### config.mk
export PLATFORM = sky130hd
export DESIGN_NAME = html_strip_ascii_text_normalizer_unit_flat
export DESIGN_NICKNAME = d
export VERILOG_FILES = /design/src/rtl/core/htsn_pkg.sv /design/src/rtl/core/htsn_if.sv /design/src/rtl/core/html_strip_ascii_text_normalizer_unit.sv /design/src/flat_wrapper.sv
export SDC_FILE = /design/constraint.sdc
export NUM_CORES = 1
export LEC_CHECK = 0
export ABC_AREA = 1
export BUFFER_PORTS_ARGS = -buffer_cell sky130_fd_sc_hd__buf_2
export CORE_MARGIN = 8
export CORE_UTILIZATION = 48
export CTS_CLUSTER_DIAMETER = 40
export DETAILED_ROUTE_END_ITERATION = 6
export PLACE_DENSITY_LB_ADDON = 0.05
export SYNTH_ARGS = -nofsm -noshare
export SYNTH_HDL_FRONTEND = slang
export SYNTH_SLANG_ARGS = --single-unit
### constraint.sdc
create_clock -name clock -period 1.26 [get_ports clock]
set_input_delay 0.063 -clock clock [delete_from_list [all_inputs] [get_ports clock]]
set_output_delay 0.063 -clock clock [all_outputs]
set_load 0.02 [all_outputs]
### src/rtl/core/htsn_pkg.sv
// Shared widths, byte codes and sequence phase codes for the HTML strip text normalizer.
package htsn_pkg;

   localparam int unsigned BYTE_W  = 8;
   localparam int unsigned PHASE_W = 2;
   localparam int unsigned COUNT_W = 2;

   // Byte codes seen or produced by the normalizer.
   localparam logic [BYTE_W-1:0] CH_LEAD     = 8'hE2;
   localparam logic [BYTE_W-1:0] CH_MID      = 8'h80;
   localparam logic [BYTE_W-1:0] CH_LDQUO    = 8'h9C;
   localparam logic [BYTE_W-1:0] CH_RDQUO    = 8'h9D;
   localparam logic [BYTE_W-1:0] CH_LSQUO    = 8'h98;
   localparam logic [BYTE_W-1:0] CH_RSQUO    = 8'h99;
   localparam logic [BYTE_W-1:0] CH_ENDASH   = 8'h93;
   localparam logic [BYTE_W-1:0] CH_EMDASH   = 8'h94;
   localparam logic [BYTE_W-1:0] CH_ELLIPSIS = 8'hA6;
   localparam logic [BYTE_W-1:0] CH_PRINT_LO = 8'h20;
   localparam logic [BYTE_W-1:0] CH_PRINT_HI = 8'h7E;
   localparam logic [BYTE_W-1:0] CH_TAG_OPEN = 8'h3C;
   localparam logic [BYTE_W-1:0] CH_TAG_SHUT = 8'h3E;
   localparam logic [BYTE_W-1:0] CH_BSLASH   = 8'h5C;
   localparam logic [BYTE_W-1:0] CH_DQUOTE   = 8'h22;
   localparam logic [BYTE_W-1:0] CH_APOS     = 8'h27;
   localparam logic [BYTE_W-1:0] CH_DASH     = 8'h2D;
   localparam logic [BYTE_W-1:0] CH_DOT      = 8'h2E;
   localparam logic [BYTE_W-1:0] CH_NUL      = 8'h00;

   // UTF-8 sequence tracking phases.
   localparam logic [PHASE_W-1:0] PH_IDLE = 2'd0;
   localparam logic [PHASE_W-1:0] PH_LEAD = 2'd1;
   localparam logic [PHASE_W-1:0] PH_MID  = 2'd2;
   localparam logic [PHASE_W-1:0] PH_SKIP = 2'd3;

   // Beats still owed for one item.
   localparam logic [COUNT_W-1:0] CNT_NONE  = 2'd0;
   localparam logic [COUNT_W-1:0] CNT_ONE   = 2'd1;
   localparam logic [COUNT_W-1:0] CNT_THREE = 2'd3;

endpackage

### src/rtl/core/htsn_if.sv
// Valid/ready channel interfaces for the request and response sides.
interface htsn_req_if;
   import htsn_pkg::*;

   logic              valid;
   logic              ready;
   logic [BYTE_W-1:0] byte_value;
   logic              has_byte;
   logic              line_end;

   modport source (output valid, byte_value, has_byte, line_end, input ready);
   modport sink   (input valid, byte_value, has_byte, line_end, output ready);
endinterface

interface htsn_rsp_if;
   import htsn_pkg::*;

   logic              valid;
   logic              ready;
   logic [BYTE_W-1:0] out_byte;
   logic              out_valid;
   logic              out_line_end;
   logic              last_of_run;

   modport source (output valid, out_byte, out_valid, out_line_end, last_of_run, input ready);
   modport sink   (input valid, out_byte, out_valid, out_line_end, last_of_run, output ready);
endinterface

### src/rtl/core/html_strip_ascii_text_normalizer_unit.sv
// Top level: strips HTML tags and folds UTF-8 punctuation to ASCII, one byte per beat.
// Results of a request beat are registered and appear on the response side in the cycle after it is taken.
// Throughput: one request beat per cycle while each gives at most one response beat and the response
// side is ready; an ellipsis gives three response beats and so holds the request side until the last one leaves.
// Reset: synchronous, active high; clears tag, sequence and escape state and the
// pending response count. Response payload registers are not reset.
module html_strip_ascii_text_normalizer_unit (
   input logic        clock,
   input logic        reset,
   htsn_req_if.sink   req_bus,
   htsn_rsp_if.source rsp_bus
);
   import htsn_pkg::*;

   // Normalizer state that carries from one beat to the next.
   logic               inside_tag_ff, inside_tag_in;
   logic [PHASE_W-1:0] phase_ff, phase_in;
   logic               escape_ff, escape_in;

   // Response holding register. The ellipsis gives three identical dots, so one
   // byte register plus a count of beats still owed covers every case.
   logic [COUNT_W-1:0] cnt_ff, cnt_in;
   logic [BYTE_W-1:0]  byte_ff, byte_in;
   logic               valid_ff, valid_in;
   logic               eol_ff, eol_in;

   logic               req_fire;
   logic               rsp_fire;

   // Item results computed from the beat being taken.
   logic [COUNT_W-1:0] item_cnt;
   logic [BYTE_W-1:0]  item_byte;

   assign rsp_fire = rsp_bus.valid & rsp_bus.ready;

   // A new beat can enter when nothing is owed, or when the last owed beat
   // leaves in this same cycle. This keeps single-result items streaming.
   assign req_bus.ready = (cnt_ff == CNT_NONE) || ((cnt_ff == CNT_ONE) && rsp_bus.ready);
   assign req_fire      = req_bus.valid & req_bus.ready;

   // Tag stripping runs first; only bytes outside a tag reach the punctuation stage.
   always_comb begin
      logic [BYTE_W-1:0] b;
      b             = req_bus.byte_value;
      inside_tag_in = inside_tag_ff;
      phase_in      = phase_ff;
      escape_in     = escape_ff;
      item_cnt      = CNT_NONE;
      item_byte     = b;

      if (req_bus.has_byte) begin
         priority if (inside_tag_ff) begin
            if (b == CH_TAG_SHUT) begin
               inside_tag_in = 1'b0;
            end
         end else if (b == CH_TAG_OPEN) begin
            inside_tag_in = 1'b1;
         end else if (phase_ff == PH_LEAD) begin
            phase_in = (b == CH_MID) ? PH_MID : PH_SKIP;
         end else if (phase_ff == PH_SKIP) begin
            phase_in = PH_IDLE;
         end else if (phase_ff == PH_MID) begin
            phase_in = PH_IDLE;
            unique case (b)
               CH_LDQUO, CH_RDQUO: begin
                  item_cnt  = CNT_ONE;
                  item_byte = CH_DQUOTE;
               end
               CH_LSQUO, CH_RSQUO: begin
                  item_cnt  = CNT_ONE;
                  item_byte = CH_APOS;
               end
               CH_ENDASH, CH_EMDASH: begin
                  item_cnt  = CNT_ONE;
                  item_byte = CH_DASH;
               end
               CH_ELLIPSIS: begin
                  item_cnt  = CNT_THREE;
                  item_byte = CH_DOT;
               end
               default: begin
                  item_cnt = CNT_NONE;
               end
            endcase
         end else if (escape_ff) begin
            // An escaped byte passes raw, whatever its value.
            escape_in = 1'b0;
            item_cnt  = CNT_ONE;
         end else if (b == CH_LEAD) begin
            phase_in = PH_LEAD;
         end else if (b == CH_BSLASH) begin
            escape_in = 1'b1;
         end else if ((b >= CH_PRINT_LO) && (b <= CH_PRINT_HI)) begin
            item_cnt = CNT_ONE;
         end else begin
            // Any other byte outside the printable range is dropped.
            item_cnt = CNT_NONE;
         end
      end

      // A line end drops any half-seen sequence or escape; an open tag survives.
      if (req_bus.line_end) begin
         phase_in  = PH_IDLE;
         escape_in = 1'b0;
      end
   end

   // Load the response register on a new beat, otherwise count down the owed beats.
   always_comb begin
      cnt_in   = cnt_ff;
      byte_in  = byte_ff;
      valid_in = valid_ff;
      eol_in   = eol_ff;
      if (req_fire) begin
         eol_in = req_bus.line_end;
         if ((item_cnt == CNT_NONE) && req_bus.line_end) begin
            // A line end with no byte to show still gets a bare marker beat.
            cnt_in   = CNT_ONE;
            byte_in  = CH_NUL;
            valid_in = 1'b0;
         end else begin
            cnt_in   = item_cnt;
            byte_in  = item_byte;
            valid_in = 1'b1;
         end
      end else if (rsp_fire) begin
         cnt_in = cnt_ff - CNT_ONE;
      end
   end

   always_ff @(posedge clock) begin
      if (reset) begin
         inside_tag_ff <= 1'b0;
         phase_ff      <= PH_IDLE;
         escape_ff     <= 1'b0;
         cnt_ff        <= CNT_NONE;
      end else begin
         cnt_ff <= cnt_in;
         if (req_fire) begin
            inside_tag_ff <= inside_tag_in;
            phase_ff      <= phase_in;
            escape_ff     <= escape_in;
         end
      end
   end

   always_ff @(posedge clock) begin
      byte_ff  <= byte_in;
      valid_ff <= valid_in;
      eol_ff   <= eol_in;
   end

   // The final owed beat carries the run and line end flags.
   assign rsp_bus.valid        = (cnt_ff != CNT_NONE);
   assign rsp_bus.out_byte     = byte_ff;
   assign rsp_bus.out_valid    = valid_ff;
   assign rsp_bus.last_of_run  = (cnt_ff == CNT_ONE);
   assign rsp_bus.out_line_end = eol_ff && (cnt_ff == CNT_ONE);

endmodule

### src/flat_wrapper.sv
// flat-port wrapper written by rule: the top's interface ports become plain ports
module html_strip_ascii_text_normalizer_unit_flat import htsn_pkg::*;
  (clock, reset, req_bus_valid, req_bus_byte_value, req_bus_has_byte, req_bus_line_end, req_bus_ready, rsp_bus_valid, rsp_bus_out_byte, rsp_bus_out_valid, rsp_bus_out_line_end, rsp_bus_last_of_run, rsp_bus_ready);
  htsn_req_if req_bus_i ();
  htsn_rsp_if rsp_bus_i ();
  input logic clock;
  input logic reset;
  input wire logic [$bits(req_bus_i.valid)-1:0] req_bus_valid;
  input wire logic [$bits(req_bus_i.byte_value)-1:0] req_bus_byte_value;
  input wire logic [$bits(req_bus_i.has_byte)-1:0] req_bus_has_byte;
  input wire logic [$bits(req_bus_i.line_end)-1:0] req_bus_line_end;
  output wire logic [$bits(req_bus_i.ready)-1:0] req_bus_ready;
  output wire logic [$bits(rsp_bus_i.valid)-1:0] rsp_bus_valid;
  output wire logic [$bits(rsp_bus_i.out_byte)-1:0] rsp_bus_out_byte;
  output wire logic [$bits(rsp_bus_i.out_valid)-1:0] rsp_bus_out_valid;
  output wire logic [$bits(rsp_bus_i.out_line_end)-1:0] rsp_bus_out_line_end;
  output wire logic [$bits(rsp_bus_i.last_of_run)-1:0] rsp_bus_last_of_run;
  input wire logic [$bits(rsp_bus_i.ready)-1:0] rsp_bus_ready;
  assign req_bus_i.valid = req_bus_valid;
  assign req_bus_i.byte_value = req_bus_byte_value;
  assign req_bus_i.has_byte = req_bus_has_byte;
  assign req_bus_i.line_end = req_bus_line_end;
  assign req_bus_ready = req_bus_i.ready;
  assign rsp_bus_valid = rsp_bus_i.valid;
  assign rsp_bus_out_byte = rsp_bus_i.out_byte;
  assign rsp_bus_out_valid = rsp_bus_i.out_valid;
  assign rsp_bus_out_line_end = rsp_bus_i.out_line_end;
  assign rsp_bus_last_of_run = rsp_bus_i.last_of_run;
  assign rsp_bus_i.ready = rsp_bus_ready;
  html_strip_ascii_text_normalizer_unit u_core (.clock(clock), .reset(reset), .req_bus(req_bus_i), .rsp_bus(rsp_bus_i));
endmodule
==> summary.txt <==
Run status
  • Status: finished with violations
  • Failing checks: setup timing

Global routing
  • Layer with the highest usage: met2
  • Total congestion overflow: 0
  • All-layer global routing usage: 0.1697
  • First-pass GRT wire length: 5.954 mm
  • Initial antenna violation count: 0
  • Vias in the first global route: 1405
  • Met3 usage: 0.03691
  • Largest net degree at the start of global routing: 14
  • Met2 usage: 0.3154
  • Met1 track demand over resource: 0.1818

Power and ir drop
  • Total Power: 2.661 mW
  • LEAKAGE: 0.9681 nW
  • Power per Cell Area: 1362 nW/µm²
  • Worst-case vdd ir drop: 1.564 mV

Die
  • Core box area: 2455 µm²
  • Height of the die: 66.75 µm
  • Die W: 66.75 µm
  • Die ar.: 4456 µm²
  • # rows: 18
  • Starting Density: 0.5036
  • I/O Pins: 27

Detailed routing
  • Vias: 1436
  • Iter 0 DRT Violations: 57
  • Drt pass-1 iters: 4
  • Post-route ant nets: 0
  • Final WL: 3.845 mm
  • WL/cell: 13.73 µm
  • Drt via density: 5.129
  • # DRC: 0

Synthesis
  • Post-synthesis cell area: 1236 µm²
  • Synth area leader: edfxtp_1
  • Synth top cells by count: 36 x nand2_1, 24 x nor2_1, 22 x inv_1, 10 x edfxtp_1, 10 x nand3_1
  • FFs w/ async S/R, synth: 0
  • Post-synthesis sequential area ratio: 0.3401
  • EDFF count, synth: 10
  • Syn avg cell area: 7.187 µm²
  • Syn nets: 188
  • Top-area cell type share of the netlist area: 0.2429
  • #FFs+latches synth: 16
  • Synth cell types: 30
  • Most numerous cell in the Yosys netlist: nand2_1
  • Top post-synthesis cells by area: edfxtp_1 24%, nand2_1 11%, dfxtp_1 9.7%, nor2_1 7.3%, inv_1 6.7%
  • Synth Flop Type: edfxtp_1
  • Yosys warning total: 0
  • Post-synthesis instance total: 172

Placement
  • Routability congestion estimate: 0.9457
  • Hpwl dp: 2.922 mm
  • Pre-CTS WS: -0.1913 ns
  • I/O Buffers: 26

Critical path
  • Worst reg2reg path endpoint: u_core.phase_ff[1]$_SDFFE_PP0P_
  • Worst EP required: 1.45 ns
  • CP endpoint: u_core.phase_ff[1]$_SDFFE_PP0P_
  • Max FO, Critical Path: 4
  • Cell Chain, Critical Path: inv_4 -> ha_4 -> nand2_4 -> nand2_4 -> nand2_8 -> nor2_4 -> nor2_2 -> a31oi_4 -> nand2_1 -> nand2_1 -> a21oi_1
  • R2r setup slk: -0.21 ns
  • Worst Reg-to-Reg Cells: 11
  • Setup crit end kind: register
  • Critical path arrival: 1.66 ns
  • Buf/Inv on CP: 1
  • CP Depth: 11
  • Critical path launch point: u_core.cnt_ff[1]$_SDFFE_PP0P_
  • CP delay by family, top: simple AND/OR/NAND/NOR gates
  • WS Path Type: reg2reg
  • Crit path launch type: register
  • CP max stage delay: 0.35 ns
  • Slowest stage cell, crit path: dfxtp_2
  • RR Startpoint: u_core.cnt_ff[1]$_SDFFE_PP0P_

Timing
  • Relative slew margins: 0.7916
  • Final Cycle Share: 1.165
  • Skew final: 0.004298 ns
  • Slew Viols, Final: 0
  • RSZ-0062 raised after global routing: yes
  • Least-Margin Pin Slew: 0.3102 ns
  • Worst setup margin: -0.2074 ns
  • Tmin final: 1.467 ns
  • Setup violators final: 25
  • Final Hold Viols: 0
  • Fmax: 681.5 MHz

Clock tree
  • CTS Buf Count: 3
  • CTS tree: yes
  • Clk slew on worst S/H paths: 0.10 ns
  • Count of clock tree sinks: 16
  • CTS Root Cell: clkbuf_4
  • H-tree levels: 1
  • Worst-skew pair later-pin latency: 0.29 ns
  • Max clock buf depth: 2

Finish
  • Antenna Diode Count: 0
  • Nets: 267
  • Syn-to-layout area delta: 58.10%
  • Share of layout cells above drive strength 1: 0.5160

Worst hold path
  • Hold WC Path Type: in2reg
  • Hold Startpoint: req_bus_line_end

Run
  • Max Cap Viol: 0
-- layout by cell type (no fill, tap or decap), types with 3 or more instances in the layout --
cell      count
o21ai_2       3
nor2_1       21
buf_6         7
o21ai_0       5
nand2_2       8
inv_2         9
nor3_1        3
nor2_4        7
dfxtp_1       3
nand2_4       4
buf_2        24
inv_1        17
a21oi_2       3
nand4_1       3
nor2_2        4
buf_4        42
a21oi_1       5
clkbuf_4      3
edfxtp_1     10
nand2_1      31
nand3_1      10
-- how the worst min path moves through the flow --
stage                                      endpoint  slack, ns  depth (start not counted)
CTS                         u_core.eol_ff$_DFFE_PP_       0.06                          1
global route                u_core.eol_ff$_DFFE_PP_       0.05                          1
floorplan           u_core.phase_ff[1]$_SDFFE_PP0P_       0.13                          1
detailed placement  u_core.phase_ff[1]$_SDFFE_PP0P_       0.24                          2
global placement    u_core.phase_ff[1]$_SDFFE_PP0P_       0.23                          2
finish                      u_core.eol_ff$_DFFE_PP_       0.06                          1
-- metrics by stage --
stage / instance area [µm²] / cells / hold slack (ns) / utilization / setup TNS, ns
final: 1954 / 280 / 0.05705 / 0.7961 / -1.920
after global routing: 1954 / 280 / 0.05128 / 0.7961 / -3.606
after CTS: 1829 / 274 / 0.06077 / 0.7452 / -1.728
after detailed placement: 1748 / 267 / 0.2355 / 0.7120 / -2.491
after global placement: 1748 / 267 / 0.2327 / 0.7120 / -1.687
after floorplan: 1287 / 172 / 0.1321 / - / -0.8083
-- layer usage --
metal	share of wire	vias to the layer above
met1	0.38	657
met5	0	-
met3	0.055	9
met4	0.016	0
li1	-	716
met2	0.55	54
-- cell families after synthesis --
group / count (synthesis) / share of synthesized area
DFF: 16 / 0.3401
adders and majority gates: 2 / 0.02024
buffers and inverters: 31 / 0.09717
and+or+nand+nor: 99 / 0.4038
AOI/OAI and AO/OA: 24 / 0.1387
-- power by group --
| part | internal (mW) | switching [mW] |
|---|---|---|
| clock network | 0.115 | 0.171 |
| logic | 0.722 | 0.865 |
| registers | 0.716 | 0.0721 |
-- area by class of cell --
type,count,area (µm²)
fillers,174,500.5
flip-flops and latches,16,426.7
repair buffers,75,539.3
inverters,30,130.1
multi-input cells,125,794.5
clock inverters,1,3.754
clock buffers,3,22.52
well taps,30,37.54
-- timing repair --
| item | 4_1_cts | 5_1_grt |
|---|---|---|
| pin swaps | 6 | 10 |
| gates cloned | 0 | 0 |
| buffers inserted | 2 | 6 |
| hold buffers | 1 | 0 |
| gates resized for setup | 9 | 25 |
| setup endpoints to repair | 26 | 28 |
| hold endpoints to repair | 1 | 0 |
-- state kept, by name, summed over array words and instances, names as in the netlist --
signal,count
u_core.rsp_bus.out_byte,8
u_core.cnt_ff,2
u_core.phase_ff,2
u_core.eol_ff,1
u_core.escape_ff,1
u_core.inside_tag_ff,1
u_core.rsp_bus.out_valid,1
Power figures use the tool's default switching activity.
